$ cat src/hw/rtl/crsfrc_pkg.sv
`default_nettype none

package crsfrc_pkg;

  // Frame store geometry
  localparam int unsigned MaxFrame = 64;
  localparam int unsigned AddrW    = $clog2(MaxFrame);
  localparam int unsigned PosW     = $clog2(MaxFrame + 1);

  // Channel layout: sixteen 11-bit channels packed from byte 3 onward
  localparam int unsigned NumCh       = 16;
  localparam int unsigned ChW         = 11;
  localparam int unsigned FirstChByte = 3;
  localparam int unsigned AccW        = ChW + 7;
  localparam int unsigned CntW        = $clog2(AccW + 1);

  // Configuration registers
  localparam int unsigned CfgIdxW  = 2;
  localparam int unsigned CfgDataW = 10;
  localparam int unsigned IdleW    = 10;

  typedef enum logic [CfgIdxW-1:0] {
    CfgGapLimit  = 2'd0,
    CfgAddress   = 2'd1,
    CfgFrameType = 2'd2
  } cfg_idx_e;

  localparam logic [IdleW-1:0] GapLimitRst = 10'd300;
  localparam logic [7:0]       AddressRst  = 8'd200;
  localparam logic [7:0]       TypeRst     = 8'd22;
  localparam logic [IdleW-1:0] IdleMax     = {IdleW{1'b1}};

  // Input operation codes
  typedef enum logic {
    OpByte = 1'b0,
    OpTick = 1'b1
  } op_e;

  // Request from the sequencer to the frame store
  typedef struct packed {
    logic             we;
    logic [AddrW-1:0] waddr;
    logic [7:0]       wdata;
    logic             re;
    logic [AddrW-1:0] raddr;
  } store_req_t;

endpackage

`default_nettype wire

$ cat src/hw/rtl/crsfrc_in_if.sv
`default_nettype none

interface crsfrc_in_if;
  logic       valid;
  logic       ready;
  logic       operation;
  logic [7:0] rx_byte;

  modport source (output valid, output operation, output rx_byte, input ready);
  modport sink   (input valid, input operation, input rx_byte, output ready);
endinterface

`default_nettype wire

$ cat src/hw/rtl/crsfrc_out_if.sv
`default_nettype none

interface crsfrc_out_if;
  logic        valid;
  logic        ready;
  logic [3:0]  channel_index;
  logic [10:0] channel_value;
  logic        last;

  modport source (output valid, output channel_index, output channel_value, output last,
                  input ready);
  modport sink   (input valid, input channel_index, input channel_value, input last,
                  output ready);
endinterface

`default_nettype wire

$ cat src/hw/rtl/crsfrc_frame_store.sv
`default_nettype none

module crsfrc_frame_store (
  input  wire logic                    clk_i,
  input  wire logic                    rst_ni,
  input  wire crsfrc_pkg::store_req_t  req_i,
  output logic [7:0]                   rdata_o
);

  logic [7:0]                    mem_q [crsfrc_pkg::MaxFrame];
  logic [crsfrc_pkg::MaxFrame-1:0] vld_q;
  logic [7:0]                    rd_q;
  logic                          rd_vld_q;

  // Byte memory, one write and one registered read port
  always_ff @(posedge clk_i) begin
    if (req_i.we) begin
      mem_q[req_i.waddr] <= req_i.wdata;
    end
    if (req_i.re) begin
      rd_q <= mem_q[req_i.raddr];
    end
  end

  // Track written entries; unwritten entries read as zero
  always_ff @(posedge clk_i or negedge rst_ni) begin
    if (!rst_ni) begin
      vld_q    <= '0;
      rd_vld_q <= 1'b0;
    end else begin
      if (req_i.we) begin
        vld_q[req_i.waddr] <= 1'b1;
      end
      if (req_i.re) begin
        rd_vld_q <= vld_q[req_i.raddr];
      end
    end
  end

  assign rdata_o = rd_vld_q ? rd_q : 8'd0;

endmodule

`default_nettype wire

$ cat src/hw/rtl/crsf_rc_channel_receiver_core.sv
// Receiver for RC channel frames carried on a serial byte stream.
// Input channel rx_i: each transfer is either a received byte (operation 0)
// or a one-microsecond tick with no byte (operation 1). Output channel res_o
// carries decoded channels: index, 11-bit value and a last flag on channel 15.
// Byte and tick transfers are accepted while the block is idle. A byte that
// completes a frame with matching address and type starts the unpacker: it
// reads the 22 channel bytes one at a time through the single read port of
// the frame store and shifts them through an 18-bit accumulator; each byte
// passes a fetch and a load state, each channel an emit state. rx_i is not
// ready while the unpacker runs. A stall on res_o holds the output register
// and the unpacker waits in its emit state; no result is dropped. The user
// must write configuration (gap limit, address, type) only while the block
// is idle, via cfg_we_i/cfg_idx_i/cfg_data_i; the block does not enforce it.
// Reset clears the position, length, idle counter and the store's valid bits,
// so the store reads as all zeros; registers return to 300, 0xC8 and 0x16.
`default_nettype none

module crsf_rc_channel_receiver_core (
  input  wire logic                                clk_i,
  input  wire logic                                rst_ni,
  crsfrc_in_if.sink                                rx_i,
  crsfrc_out_if.source                             res_o,
  input  wire logic                                cfg_we_i,
  input  wire logic [crsfrc_pkg::CfgIdxW-1:0]      cfg_idx_i,
  input  wire logic [crsfrc_pkg::CfgDataW-1:0]     cfg_data_i
);

  typedef enum logic [3:0] {
    StIdle  = 4'b0001,
    StFetch = 4'b0010,
    StLoad  = 4'b0100,
    StEmit  = 4'b1000
  } state_e;

  state_e                              state_q, state_d;
  logic [crsfrc_pkg::IdleW-1:0]        gap_limit_q;
  logic [7:0]                          address_q;
  logic [7:0]                          frame_type_q;
  logic [crsfrc_pkg::PosW-1:0]         pos_q, pos_d;
  logic [7:0]                          len_q, len_d;
  logic [crsfrc_pkg::IdleW-1:0]        idle_q, idle_d;
  logic [7:0]                          hdr0_q, hdr0_d;
  logic [7:0]                          hdr2_q, hdr2_d;
  logic [crsfrc_pkg::AddrW-1:0]        baddr_q, baddr_d;
  logic [crsfrc_pkg::AccW-1:0]         acc_q, acc_d;
  logic [crsfrc_pkg::CntW-1:0]         cnt_q, cnt_d;
  logic [3:0]                          ch_q, ch_d;
  logic                                out_vld_q, out_vld_d;
  logic [3:0]                          out_idx_q, out_idx_d;
  logic [10:0]                         out_val_q, out_val_d;
  logic                                out_last_q, out_last_d;

  crsfrc_pkg::store_req_t              store_req;
  logic [7:0]                          store_rdata;

  logic                                in_xfer;
  logic                                out_free;
  logic [crsfrc_pkg::IdleW-1:0]        idle_inc;
  logic [crsfrc_pkg::PosW-1:0]         pos_wr;
  logic                                frame_done;
  logic [7:0]                          hdr2_eff;
  logic [crsfrc_pkg::CntW-1:0]         cnt_add;
  logic [crsfrc_pkg::CntW-1:0]         cnt_sub;

  crsfrc_frame_store u_store (
    .clk_i   (clk_i),
    .rst_ni  (rst_ni),
    .req_i   (store_req),
    .rdata_o (store_rdata)
  );

  assign rx_i.ready = (state_q == StIdle);
  assign in_xfer    = rx_i.valid && rx_i.ready;
  assign out_free   = !out_vld_q || res_o.ready;

  assign idle_inc = (idle_q != crsfrc_pkg::IdleMax) ? idle_q + 1'b1 : idle_q;
  assign pos_wr   = (pos_q < crsfrc_pkg::PosW'(crsfrc_pkg::MaxFrame)) ? pos_q + 1'b1 : pos_q;
  assign len_d    = (in_xfer && rx_i.operation == crsfrc_pkg::OpByte && pos_q == 1)
                    ? rx_i.rx_byte : len_q;
  assign frame_done = (pos_wr > 1) && ({{(9-crsfrc_pkg::PosW){1'b0}}, pos_wr} ==
                                       ({1'b0, len_d} + 9'd2));
  assign hdr2_eff = (pos_q == 2) ? rx_i.rx_byte : hdr2_q;
  assign cnt_add  = cnt_q + crsfrc_pkg::CntW'(8);
  assign cnt_sub  = cnt_q - crsfrc_pkg::CntW'(crsfrc_pkg::ChW);

  // Store port: write received bytes, read channel bytes while unpacking
  always_comb begin
    store_req.we    = in_xfer && (rx_i.operation == crsfrc_pkg::OpByte) &&
                      (pos_q < crsfrc_pkg::PosW'(crsfrc_pkg::MaxFrame));
    store_req.waddr = pos_q[crsfrc_pkg::AddrW-1:0];
    store_req.wdata = rx_i.rx_byte;
    store_req.re    = (state_q == StFetch);
    store_req.raddr = baddr_q;
  end

  // Frame assembly and unpack sequencer
  always_comb begin
    state_d    = state_q;
    pos_d      = pos_q;
    idle_d     = idle_q;
    hdr0_d     = hdr0_q;
    hdr2_d     = hdr2_q;
    baddr_d    = baddr_q;
    acc_d      = acc_q;
    cnt_d      = cnt_q;
    ch_d       = ch_q;
    out_vld_d  = out_vld_q && !res_o.ready;
    out_idx_d  = out_idx_q;
    out_val_d  = out_val_q;
    out_last_d = out_last_q;

    unique case (state_q)
      StIdle: begin
        if (in_xfer) begin
          if (rx_i.operation == crsfrc_pkg::OpTick) begin
            // count idle time, drop a stale partial frame
            idle_d = idle_inc;
            if (pos_q != 0 && idle_inc > gap_limit_q) begin
              pos_d = '0;
            end
          end else begin
            idle_d = '0;
            if (store_req.we && pos_q == 0) hdr0_d = rx_i.rx_byte;
            if (store_req.we && pos_q == 2) hdr2_d = rx_i.rx_byte;
            pos_d = pos_wr;
            if (frame_done) begin
              pos_d = '0;
              if (hdr0_q == address_q && hdr2_eff == frame_type_q) begin
                state_d = StFetch;
                baddr_d = crsfrc_pkg::AddrW'(crsfrc_pkg::FirstChByte);
                acc_d   = '0;
                cnt_d   = '0;
                ch_d    = '0;
              end
            end
          end
        end
      end
      StFetch: begin
        state_d = StLoad;
      end
      StLoad: begin
        // append the byte above the bits already held
        acc_d   = acc_q | (crsfrc_pkg::AccW'(store_rdata) << cnt_q);
        cnt_d   = cnt_add;
        baddr_d = baddr_q + 1'b1;
        state_d = (cnt_add >= crsfrc_pkg::CntW'(crsfrc_pkg::ChW)) ? StEmit : StFetch;
      end
      StEmit: begin
        if (out_free) begin
          out_vld_d  = 1'b1;
          out_idx_d  = ch_q;
          out_val_d  = acc_q[crsfrc_pkg::ChW-1:0];
          out_last_d = (ch_q == 4'(crsfrc_pkg::NumCh - 1));
          acc_d      = acc_q >> crsfrc_pkg::ChW;
          cnt_d      = cnt_sub;
          ch_d       = ch_q + 1'b1;
          if (ch_q == 4'(crsfrc_pkg::NumCh - 1)) begin
            state_d = StIdle;
          end else if (cnt_sub >= crsfrc_pkg::CntW'(crsfrc_pkg::ChW)) begin
            state_d = StEmit;
          end else begin
            state_d = StFetch;
          end
        end
      end
      default: begin
        state_d = StIdle;
      end
    endcase
  end

  // Control and state registers
  always_ff @(posedge clk_i or negedge rst_ni) begin
    if (!rst_ni) begin
      state_q   <= StIdle;
      pos_q     <= '0;
      len_q     <= '0;
      idle_q    <= '0;
      hdr0_q    <= '0;
      hdr2_q    <= '0;
      out_vld_q <= 1'b0;
    end else begin
      state_q   <= state_d;
      pos_q     <= pos_d;
      len_q     <= len_d;
      idle_q    <= idle_d;
      hdr0_q    <= hdr0_d;
      hdr2_q    <= hdr2_d;
      out_vld_q <= out_vld_d;
    end
  end

  // Configuration registers
  always_ff @(posedge clk_i or negedge rst_ni) begin
    if (!rst_ni) begin
      gap_limit_q  <= crsfrc_pkg::GapLimitRst;
      address_q    <= crsfrc_pkg::AddressRst;
      frame_type_q <= crsfrc_pkg::TypeRst;
    end else if (cfg_we_i) begin
      unique case (cfg_idx_i)
        crsfrc_pkg::CfgGapLimit:  gap_limit_q  <= cfg_data_i;
        crsfrc_pkg::CfgAddress:   address_q    <= cfg_data_i[7:0];
        crsfrc_pkg::CfgFrameType: frame_type_q <= cfg_data_i[7:0];
        default: ;
      endcase
    end
  end

  // Unpacker datapath and output register
  always_ff @(posedge clk_i) begin
    baddr_q    <= baddr_d;
    acc_q      <= acc_d;
    cnt_q      <= cnt_d;
    ch_q       <= ch_d;
    out_idx_q  <= out_idx_d;
    out_val_q  <= out_val_d;
    out_last_q <= out_last_d;
  end

  assign res_o.valid         = out_vld_q;
  assign res_o.channel_index = out_idx_q;
  assign res_o.channel_value = out_val_q;
  assign res_o.last          = out_last_q;

endmodule

`default_nettype wire
$ cat src/flat_wrapper.sv
// flat-port wrapper written by rule: the top's interface ports become plain ports
module crsf_rc_channel_receiver_core_flat 
  (clk_i, rst_ni, cfg_we_i, cfg_idx_i, cfg_data_i, rx_i_valid, rx_i_operation, rx_i_rx_byte, rx_i_ready, res_o_valid, res_o_channel_index, res_o_channel_value, res_o_last, res_o_ready);
  crsfrc_in_if rx_i_i ();
  crsfrc_out_if res_o_i ();
  input  wire logic clk_i;
  input  wire logic rst_ni;
  input  wire logic cfg_we_i;
  input  wire logic [crsfrc_pkg::CfgIdxW-1:0] cfg_idx_i;
  input  wire logic [crsfrc_pkg::CfgDataW-1:0] cfg_data_i;
  input wire logic [$bits(rx_i_i.valid)-1:0] rx_i_valid;
  input wire logic [$bits(rx_i_i.operation)-1:0] rx_i_operation;
  input wire logic [$bits(rx_i_i.rx_byte)-1:0] rx_i_rx_byte;
  output wire logic [$bits(rx_i_i.ready)-1:0] rx_i_ready;
  output wire logic [$bits(res_o_i.valid)-1:0] res_o_valid;
  output wire logic [$bits(res_o_i.channel_index)-1:0] res_o_channel_index;
  output wire logic [$bits(res_o_i.channel_value)-1:0] res_o_channel_value;
  output wire logic [$bits(res_o_i.last)-1:0] res_o_last;
  input wire logic [$bits(res_o_i.ready)-1:0] res_o_ready;
  assign rx_i_i.valid = rx_i_valid;
  assign rx_i_i.operation = rx_i_operation;
  assign rx_i_i.rx_byte = rx_i_rx_byte;
  assign rx_i_ready = rx_i_i.ready;
  assign res_o_valid = res_o_i.valid;
  assign res_o_channel_index = res_o_i.channel_index;
  assign res_o_channel_value = res_o_i.channel_value;
  assign res_o_last = res_o_i.last;
  assign res_o_i.ready = res_o_ready;
  crsf_rc_channel_receiver_core u_core (.clk_i(clk_i), .rst_ni(rst_ni), .rx_i(rx_i_i), .res_o(res_o_i), .cfg_we_i(cfg_we_i), .cfg_idx_i(cfg_idx_i), .cfg_data_i(cfg_data_i));
endmodule
$ cat config.mk
export PLATFORM = sky130hd
export DESIGN_NAME = crsf_rc_channel_receiver_core_flat
export DESIGN_NICKNAME = d
export VERILOG_FILES = /design/src/hw/rtl/crsfrc_pkg.sv /design/src/hw/rtl/crsfrc_in_if.sv /design/src/hw/rtl/crsfrc_out_if.sv /design/src/hw/rtl/crsfrc_frame_store.sv /design/src/hw/rtl/crsf_rc_channel_receiver_core.sv /design/src/flat_wrapper.sv
export SDC_FILE = /design/constraint.sdc
export NUM_CORES = 1
export LEC_CHECK = 0
export BUFFER_PORTS_ARGS = -buffer_cell sky130_fd_sc_hd__clkbuf_2
export CAP_MARGIN = 20
export CORE_MARGIN = 2
export CORE_UTILIZATION = 57
export CTS_CLUSTER_DIAMETER = 80
export DETAILED_ROUTE_END_ITERATION = 8
export GPL_TIMING_DRIVEN = 0
export PLACE_DENSITY = 0.78
export SLEW_MARGIN = 20
export SYNTH_ARGS = -nofsm -noshare
export SYNTH_HDL_FRONTEND = slang
export SYNTH_SLANG_ARGS = --single-unit
$ cat constraint.sdc
create_clock -name clk_i -period 4.6 [get_ports clk_i]
set_input_delay 0.69 -clock clk_i [delete_from_list [all_inputs] [get_ports clk_i]]
set_output_delay 0.69 -clock clk_i [all_outputs]
set_load 0.1 [all_outputs]
# Word level (Yosys, flattened, before mapping)
# Memories as Yosys holds them, arrays and structs flattened. A register that Yosys moved wholly into a read port is not among the register bits.
# Cells that the tools add are included.
dict set report totals {
  inputBits 26
  n_memories 1
  output_inout_bits 18
  regBits 186
  ramBits 512
}
# name words word_bits read_ports rd_clocked_by_memory_dff write_ports line_no
set mem_list {}
lappend mem_list {u_core.u_store.mem_q 64 8 1 1 1 crsfrc_frame_store.sv:10} ;# logic [7:0] mem_q [crsfrc_pkg::MaxFrame];
dict set report classes {
  shifts 1
  n_reduce_logical 32
  n_addsub 7
  magnitude_cmp 8
  bitwise_logic 3
  n_eq_ne 19
  mux 49
}
# cell count
set ops {}
lappend ops {{$mux W18} 5}
lappend ops {{$or A64 B64 Y64} 1}
lappend ops {{$pmux W18 S3} 1}
lappend ops {{$mux W4} 13}
lappend ops {{$mux W7} 4}
lappend ops {{$mux W5} 5}
lappend ops {{$mux W6} 4}
lappend ops {{$mux W8} 3}
lappend ops {{$mux W10} 2}
lappend ops {{$or A18 B18 Y18} 1}
lappend ops {{$shl A8 B5 Y18} 1}
lappend ops {{$eq A8 B8 Y1} 2}
lappend ops {{$pmux W4 S4} 1}
lappend ops {{$pmux W5 S3} 1}
lappend ops {{$lt A6 B7 Y1 const B} 2}
lappend ops {{$pmux W6 S2} 1}
lappend ops {{$reduce_and A6 Y1} 2}
lappend ops {{$logic_and A1 B1 Y1} 11}
lappend ops {{$add A10 B1 Y10 const B} 1}
lappend ops {{$ge A5 B4 Y1 const B} 2}
lappend ops {{$gt A10 B10 Y1} 1}
lappend ops {{$ne A10 B10 Y1 const B} 1}
lappend ops {{$reduce_and A2 Y1} 5}
lappend ops {{$reduce_and A5 Y1} 2}
lappend ops {{34 further kinds} 47}

# Depth between registers and ports, before layout
# Gate-level depths: netlist of the first run.
dict set report logic_depth {
  depth_word 12
  mapped_depth 15
  depth_no_buf 14
}

# By module
# From an unflattened synthesis of the first run, not the netlist that was laid out.
dict set report unflattened {
  cells_unflattened 1761
  hier_area_um2 29398.2
}
# mod cells_each area_per_inst_um2 n_inst
set by_module_without_submodules {}
lappend by_module_without_submodules {crsfrc_frame_store 1125 22671.7 1}
lappend by_module_without_submodules {crsf_rc_channel_receiver_core 636 6726.5 1}

# Worst setup path before layout of the first run
# OpenSTA, ideal clock, no wires.
dict set report synth_path {
  kind {input to register}
  from {in rx_i_operation}
  to {reg u_core.acc_q[0] (netlist name) (enable)}
  arrival_ns 4.139
  path_slack_ns 0.057
  t_required_ns 4.196
  setup_ns 0.404
  path_stages 14
  path_cell_list {clkbuf_1 > nor2b_1 > nand4_4 > buf_6 > mux2i_1 > inv_1 > ha_1 > nand3_1 > xor2_1 > mux2i_1 > a311o_1 > a211oi_2 > nand4_4 > a21oi_1}
}
dict set report synth_via {
  elab_chain_cells 9
}
# item line_no
set synth_lines {}
lappend synth_lines {{start, declared} flat_wrapper.sv:12} ;# input wire logic [$bits(rx_i_i.operation)-1:0] rx_i_operation;
lappend synth_lines {{$not A1 Y1} crsf_rc_channel_receiver_core.sv:78} ;# assign len_d = (in_xfer && rx_i.operation == crsfrc_pkg::OpByte && pos_q == 1)
lappend synth_lines {{$logic_and A1 B1 Y1 (2 in series)} crsf_rc_channel_receiver_core.sv:78}
lappend synth_lines {{$mux W8} crsf_rc_channel_receiver_core.sv:79} ;# ? rx_i.rx_byte : len_q;
lappend synth_lines {{net u_core.len_d[1]} crsf_rc_channel_receiver_core.sv:40} ;# logic [7:0] len_q, len_d;
lappend synth_lines {{$add A8 B2 Y9} crsf_rc_channel_receiver_core.sv:81} ;# ({1'b0, len_d} + 9'd2));
lappend synth_lines {{$eq A7 B9 Y1} crsf_rc_channel_receiver_core.sv:80} ;# assign frame_done = (pos_wr > 1) && ({{(9-crsfrc_pkg::PosW){1'b0}}, pos_wr} ==
lappend synth_lines {{$logic_and A1 B1 Y1} crsf_rc_channel_receiver_core.sv:80}
lappend synth_lines {{$ne A2 B2 Y1 (no line)} n/a}
lappend synth_lines {{$reduce_and A6 Y1 (no line)} n/a}
lappend synth_lines {{end signal, assigned} crsf_rc_channel_receiver_core.sv:213} ;# acc_q <= acc_d;
lappend synth_lines {{end, declared} crsf_rc_channel_receiver_core.sv:45} ;# logic [crsfrc_pkg::AccW-1:0] acc_q, acc_d;
# The timed path passes the listed nets, and every way through them passes these cells.
# A chain may end at the register's enable or synchronous reset.

# Final worst setup path of the first run
dict set report layout_path {
  from {reg u_core.state_q[0]}
  to {reg u_core.acc_q[6] (netlist name) (enable)}
}
dict set report layout_via {
  elab_chain_cells 10
}
# item line_no
set layout_lines {}
lappend layout_lines {{start, declared} crsf_rc_channel_receiver_core.sv:35} ;# state_e state_q, state_d;
lappend layout_lines {{start signal, assigned} crsf_rc_channel_receiver_core.sv:176} ;# state_q <= StIdle;
lappend layout_lines {{start signal, assigned} crsf_rc_channel_receiver_core.sv:184} ;# state_q <= state_d;
lappend layout_lines {{$eq A4 B1 Y1} crsf_rc_channel_receiver_core.sv:72} ;# assign rx_i.ready = (state_q == StIdle);
lappend layout_lines {{$logic_and A1 B1 Y1} crsf_rc_channel_receiver_core.sv:73} ;# assign in_xfer = rx_i.valid && rx_i.ready;
lappend layout_lines {{$logic_and A1 B1 Y1 (2 in series)} crsf_rc_channel_receiver_core.sv:78}
lappend layout_lines {{$mux W8} crsf_rc_channel_receiver_core.sv:79}
lappend layout_lines {{net u_core.len_d[1]} crsf_rc_channel_receiver_core.sv:40}
lappend layout_lines {{$add A8 B2 Y9} crsf_rc_channel_receiver_core.sv:81}
lappend layout_lines {{$eq A7 B9 Y1} crsf_rc_channel_receiver_core.sv:80}
lappend layout_lines {{$logic_and A1 B1 Y1} crsf_rc_channel_receiver_core.sv:80}
lappend layout_lines {{$ne A2 B2 Y1 (no line)} n/a}
lappend layout_lines {{$reduce_and A6 Y1 (no line)} n/a}
# The timed path passes the listed nets, and every way through them passes these cells.

==> impl_metrics.ini, run 1 <==
[cts]
cts_tree = built
ctsHoldBuffers = 0
cts_buffers = 69
clkTransAtPathRegs_ps = 60
cts_max_level = 3
cts_sinks = 706
clk_latency_ps = 610
root_buffer = clkbuf_16
ctsLongestPathBuffers = 3

[global_route]
overflow = 0
grt_use_total_pct = 25.7
grt_pass1_vias = 16100
grt_first_pass_wirelength_um = 100000
antenna_found_initial = 4
grt_max_degree = 73

[route]
routed_wl_um = 66300
vias_per_cell = 6.40
wl_met1_um = 25200
wl_per_cell_um = 27.1
vias = 15600
top_layer = met5
wl_met3_um = 5270
dr.pass1.iters = 5
drc = 0
ant_nets = 0
drt_iter0_drc = 1743
met2WireLength_um = 33400

[floorplan]
die_w_um = 230
die-area_um2 = 53000
placement_rows = 82
core-area_um2 = 50400
io_pins = 44
die_h_um = 230
initial_core_util_pct = 57.9

[sta]
maxSlewHeadroom_pct = 28.5
tightest_slew_ps = 1070
fin_tns_setup_ps = 0
slew_violations = 0
final_hold_viol_count = 0
finalSetupViolCount = 0
skew_ps = 29.4
fmax_mhz = 228
fin_crit_sh_pct = 95.2
fin_crit_ps = 4380
grt_setup_unrepaired = no

[critical_path]
r2r_end = u_core.acc_q[6]
cp-start-kind = flop
r2r_setup_slack_ps = 220
cp_cell_sequence = or4b_4 -> clkinv_2 -> nand4_4 -> buf_6 -> mux2i_1 -> inv_1 -> ha_1 -> nand3_1 -> xor2_1 -> mux2i_1 -> a311o_1 -> a211oi_2 -> nand4_4 -> buf_12 -> a21oi_4 -> buf_6
critPathSlowestCell = dfstp_2
reg2reg_from = u_core.state_q[0]
r2r.worst_path.cells = 16
critical_path.max_fanout = 10
worstSetupPathType = flop to flop
worstPathArrival_ps = 4680
max_stage_delay_ps = 610
crit_required_ps = 4900
end_kind = flop

[power_and_ir_drop]
p_sw_share_pct = 23.4
p_comb_share_pct = 10.3
seq_power_share_pct = 50.8
clkPwrFrac_pct = 38.8
p_int_mw = 11.3
p_leak_nw = 11.1
ir_drop_mv = 0.374
p_per_area_nw_per_um2 = 449
power_mw = 14.7
p_switching_mw = 3.44

[synthesis]
yosys_warnings = 0
ys_seq_area_share_pct = 70.4
synth_edf_count = 569
synth_area_um2 = 29200
synth_ff_type = edfxtp_1
yosysUniqueCellTypes = 59
synth_seq_cells = 706
syn-num-nets = 1647
synth_async_sr_flop_share_pct = 19.4
syn_area_per_cell_um2 = 18.2
synth_cells = 1600

[finish]
drive_gt1_share_pct = 27.6
layoutNonFillerInstCount = 2444
fin_nets = 1769
area_growth_pct = 12.3

[min_path]
hold_class = input pin to asynchronous set/reset pin

[placement]
gp_congestion = 0.902
hpwlAfterDp_um = 42200
numPortBuffers = 42
dp_cells = 2321

[outcome]
status = completed

[job]
cap_violations = 0
## layer usage
metal  vias to the layer above  global-route usage, %
met4                         4                   8.85
met5                         -                      0
li1                       6593                      -
met2                       766                   42.8
met3                       158                   5.88
met1                      8109                   33.7
## synthesized netlist by cell type, types with 3 or more instances
cell type | n | area, um^2
a21o_1 | 8 | 60.1
a21oi_1 | 28 | 140
a221oi_1 | 5 | 43.8
a22o_1 | 9 | 78.8
a31oi_1 | 4 | 25.0
and3_1 | 6 | 37.5
buf_1 | 17 | 63.8
clkbuf_1 | 52 | 195
dfrtp_1 | 126 | 3150
dfstp_2 | 11 | 289
edfxtp_1 | 569 | 17100
ha_1 | 21 | 263
inv_1 | 28 | 105
mux2_2 | 41 | 462
mux2i_1 | 24 | 240
mux4_2 | 190 | 4280
nand2_1 | 58 | 218
nand2b_1 | 7 | 43.8
nand3_1 | 27 | 135
nand3b_1 | 6 | 45.0
nand4_1 | 9 | 56.3
nand4b_1 | 3 | 26.3
nor2_1 | 116 | 435
nor2b_1 | 8 | 50.1
nor3_1 | 9 | 45.0
nor3b_1 | 4 | 30.0
nor4_1 | 5 | 31.3
nor4b_1 | 4 | 35.0
o211a_1 | 5 | 50.1
o211ai_1 | 3 | 22.5
o21a_1 | 3 | 22.5
o21ai_0 | 37 | 185
o31ai_1 | 4 | 30.0
or2_2 | 66 | 413
or3_1 | 11 | 68.8
xnor2_1 | 35 | 307
xor2_1 | 14 | 123
## power by group through the flow
stage	registers (mW)	clock network, mW	logic (mW)
after floorplan	7.52	0	1.03
after global placement	7.57	0	1.42
after detailed placement	7.59	0	1.48
after CTS	7.47	5.76	1.50
after global routing	7.51	6.00	1.62
final	7.47	5.71	1.52
## per-stage QoR
stage / worst slack [ps] / hold slack [ps] / util (%) / instance area [um^2]
final: 223 / 111 / 65.0 / 32800
after detailed placement: -339 / 442 / 60.3 / 30400
after CTS: 4.37 / 112 / 64.9 / 32700
after global placement: -1080 / 439 / 60.0 / 30200
after global routing: 54.8 / 159 / 65.0 / 32700
after floorplan: 57.5 / 394 / - / 29200
## worst max path at each step
| stage | cells past startpoint | slack [ps] | from | to |
|---|---|---|---|---|
| 4_1_cts | 14 | 4 | u_core.state_q[0] | u_core.baddr_q[1] |
| 3_5_place_dp | 14 | -340 | rx_i_operation | u_core.baddr_q[3] |
| 3_3_place_gp | 11 | -1080 | rx_i_rx_byte[1] | u_core.acc_q[10] |
| 6_report | 16 | 220 | u_core.state_q[0] | u_core.acc_q[6] |
| 2_1_floorplan | 14 | 60 | rx_i_operation | u_core.acc_q[0] |
| 5_1_grt | 16 | 50 | u_core.state_q[0] | u_core.acc_q[0] |
## what timing repair did
| action | CTS | global route |
|---|---|---|
| pin swaps | 1 | 1 |
| resized for setup | 2 | 3 |
| setup endpoints to repair | 26 | 33 |
| buffers inserted | 1 | 1 |
## kinds of logic after synthesis
| family | Yosys count | synth area share [%] |
|---|---|---|
| flip-flops | 706 | 70.4 |
| AND/OR/NAND/NOR | 346 | 6.03 |
| multiplexers | 255 | 17.1 |
| AO/OA/AOI/OAI | 123 | 2.82 |
| buffers and inverters | 100 | 1.32 |
| XOR/XNOR | 49 | 1.47 |
| adder cells (fa/ha/maj) | 21 | 0.901 |
## sequential cells by signal, indices dropped and copies added, names as in the netlist, 5 cells and up
register and count:
u_core.idle_q 10, u_core.address_q 8, u_core.len_q 8, u_core.u_store.vld_q 64, u_core.acc_q 18, u_core.u_store.mem_q 512, u_core.baddr_q 6, u_core.pos_q 7
u_core.hdr0_q 8, u_core.hdr2_q 8, u_core.gap_limit_q 10, u_core.u_store.rd_q 8, u_core.cnt_q 5, u_core.frame_type_q 8, u_core.res_o.channel_value 11
## final cells by class
| cell class | count | area, um^2 |
|---|---|---|
| inverter | 29 | 110 |
| multi-input combinational | 794 | 8310 |
| antenna | 1 | 2.50 |
| tap | 672 | 841 |
| buffer | 71 | 282 |
| clock buffer | 88 | 1940 |
| sequential | 706 | 20500 |
| clock inverter | 32 | 339 |
| timing repair buffer | 51 | 395 |
| fill | 3222 | 17600 |
## cells in the final DEF (no fill, tap or decap), types with 11 or more instances in the layout
master,instances
edfxtp_1,569
mux4_2,190
dfrtp_1,126
nor2_1,115
clkbuf_16,72
or2_2,66
clkbuf_1,59
nand2_1,58
mux2_2,41
clkbuf_2,38
o21ai_0,36
xnor2_1,35
inv_1,28
nand3_1,27
a21oi_1,26
mux2i_1,24
ha_1,21
xor2_1,14
buf_1,13
clkinv_2,12
or3_1,11
dfstp_2,11
## critical path, delay by kind of cell, from the launching register on
| family | cells | cell delay (ps) |
|---|---|---|
| fa+ha+maj | 1 | 300 |
| mux | 2 | 390 |
| flops | 1 | 610 |
| simple gates | 4 | 960 |
| buf+inv | 5 | 820 |
| compound gates | 3 | 840 |
| xor+xnor | 1 | 160 |
(Power assumes the default switching activity.)
==> run 2, diff against run 1 <==
ABC_AREA = 0   (was default)
CORE_MARGIN = 3   (was 2)
==> run 2 against run 1 <==
Final area up 0.24%; count of clock-buffer cells in the layout grew 6; cell count increased by 0.41%; setup slack better by 63 ps; largest cell class unchanged; largest power group unchanged.
==> impl_metrics.ini, run 2 (same netlist as run 1, synthesis figures left out) <==
[sta]
grt_setup_unrepaired = no
maxSlewHeadroom_pct = 31.1
hold_slack_ps = 85.3
fmax_mhz = 232
slew_violations = 0
finalSetupViolCount = 0
skew_ps = 28.9
fin_tns_setup_ps = 0
fin_crit_ps = 4310
final_hold_viol_count = 0
fin_crit_sh_pct = 93.8
tightest_slew_ps = 1030

[cts]
clkTransAtPathRegs_ps = 60
cts_tree = built
root_buffer = clkbuf_16
cts_max_level = 3
cts_buffers = 71
clk_latency_ps = 610
cts_sinks = 706
ctsLongestPathBuffers = 3

[global_route]
antenna_found_initial = 1
overflow = 0
grt_max_degree = 80
grt_pass1_vias = 16200
grt_use_total_pct = 25.4
grt_first_pass_wirelength_um = 101000

[finish]
fin_nets = 1771
top_regs = u_core.u_store.mem_q x512, u_core.u_store.vld_q x64, u_core.acc_q x18
top_register = u_core.u_store.mem_q
final_area_um2 = 32800
final_core_util_pct = 65.2
layout_commonest_cell = edfxtp_1
drive_gt1_share_pct = 28.0
area_growth_pct = 12.6
layoutNonFillerInstCount = 2454
n_fill_cell = 3237
layout_common_cells = edfxtp_1, mux4_2, dfrtp_1
largest_register_ffs = 512
antenna_cells = 0

[critical_path]
critical_path.max_fanout = 14
end_kind = flop
worstPathArrival_ps = 4630
r2r_end = u_core.acc_q[7]
worstSetupPathType = flop to flop
r2r.worst_path.cells = 17
r2r_setup_slack_ps = 290
reg2reg_from = u_core.pos_q[1]
cp-start-kind = flop
crit_required_ps = 4920

[route]
vias = 15800
wl_per_cell_um = 26.9
met2WireLength_um = 33100
dr.pass1.iters = 5
routed_wl_um = 66100
ant_nets = 0
drc = 0
wl_met1_um = 25200
drt_iter0_drc = 1667
vias_per_cell = 6.43
wl_met3_um = 5390
top_layer = met5

[placement]
numPortBuffers = 42
hpwlAfterDp_um = 42200
dpl_cell_area_um2 = 30400
gp_congestion = 0.904
dp_cells = 2319

[floorplan]
die_w_um = 232
die_h_um = 232
die-area_um2 = 53900
placement_rows = 82
initial_core_util_pct = 57.9
io_pins = 44
core-area_um2 = 50400

[power_and_ir_drop]
p_per_area_nw_per_um2 = 451
ir_drop_mv = 0.345
p_leak_nw = 11.1

[outcome]
status = completed

[job]
cap_violations = 0

[min_path]
hold_class = input pin to asynchronous set/reset pin
[run 2: cell types whose count changed in the layout (fill, tap and decap cells not counted), sizes merged]
cell	change
clkinvlp	+1
inv	+4
clkinv	+1
bufinv	-1
clkbuf	+6
diode	-1
[run 2: critical path: stages (launching register included)]
cell	delay [ps]
dfrtp_1	490
inv_1	250
ha_1	210
nor3b_1	330
nand4_4	190
buf_6	200
mux2i_1	270
inv_1	110
ha_1	290
nand3_1	130
xor2_1	160
mux2i_1	120
a311o_1	290
a211oi_2	320
nand4_4	130
buf_12	180
a21oi_4	160
buf_6	200
[run 2: repair_timing]
item | CTS | global route
gates resized for setup | 3 | 3
pin swaps | 0 | 2
hold endpoints to repair | 0 | 0
hold buffers | 0 | 0
endpoints found under the setup margin | 20 | 33
buffers inserted | 0 | 3
cloned | 0 | 0
[run 2: cell type report]
type / count / area (um^2) / area share, %
buffer: 71 / 282 / 0.857
tap: 672 / 841 / 2.56
multi-input combinational: 794 / 8310 / 25.3
clock inverter: 37 / 370 / 1.13
inverter: 29 / 110 / 0.335
sequential: 706 / 20500 / 62.5
clock buffer: 94 / 2020 / 6.15
timing repair buffer: 51 / 369 / 1.12
[run 2: how the worst max path moves through the flow]
stage          slack [ps]                end       startpoint
3_5_place_dp         -360  u_core.baddr_q[2]   rx_i_operation
6_report              290    u_core.acc_q[7]  u_core.pos_q[1]
3_3_place_gp        -1080    u_core.acc_q[9]  rx_i_rx_byte[1]
2_1_floorplan          60    u_core.acc_q[0]   rx_i_operation
5_1_grt                30    u_core.acc_q[7]  u_core.pos_q[1]
4_1_cts                70    u_core.acc_q[7]  u_core.pos_q[1]
[run 2: per-layer routing]
metal | GRT usage, % | vias to the layer above
met5 | 0 | -
met4 | 9.16 | 2
met3 | 5.47 | 148
met2 | 41.3 | 804
met1 | 34.4 | 8220
li1 | - | 6598
[run 2: power by group]
group / total [mW] / internal (mW) / leakage, nW / switching (mW)
Clock: 5.85 / 3.45 / 1.17 / 2.40
Combinational: 1.50 / 0.619 / 3.11 / 0.876
Sequential: 7.47 / 7.27 / 6.85 / 0.205
Total: 14.8 / 11.3 / 11.1 / 3.48
[run 2: metrics by stage]
stage,total power [mW],worst slack (ps)
floorplan,8.56,57.5
global placement,8.99,-1080
detailed placement,9.07,-356
CTS,14.9,65.4
global route,15.3,27.0
finish,14.8,286
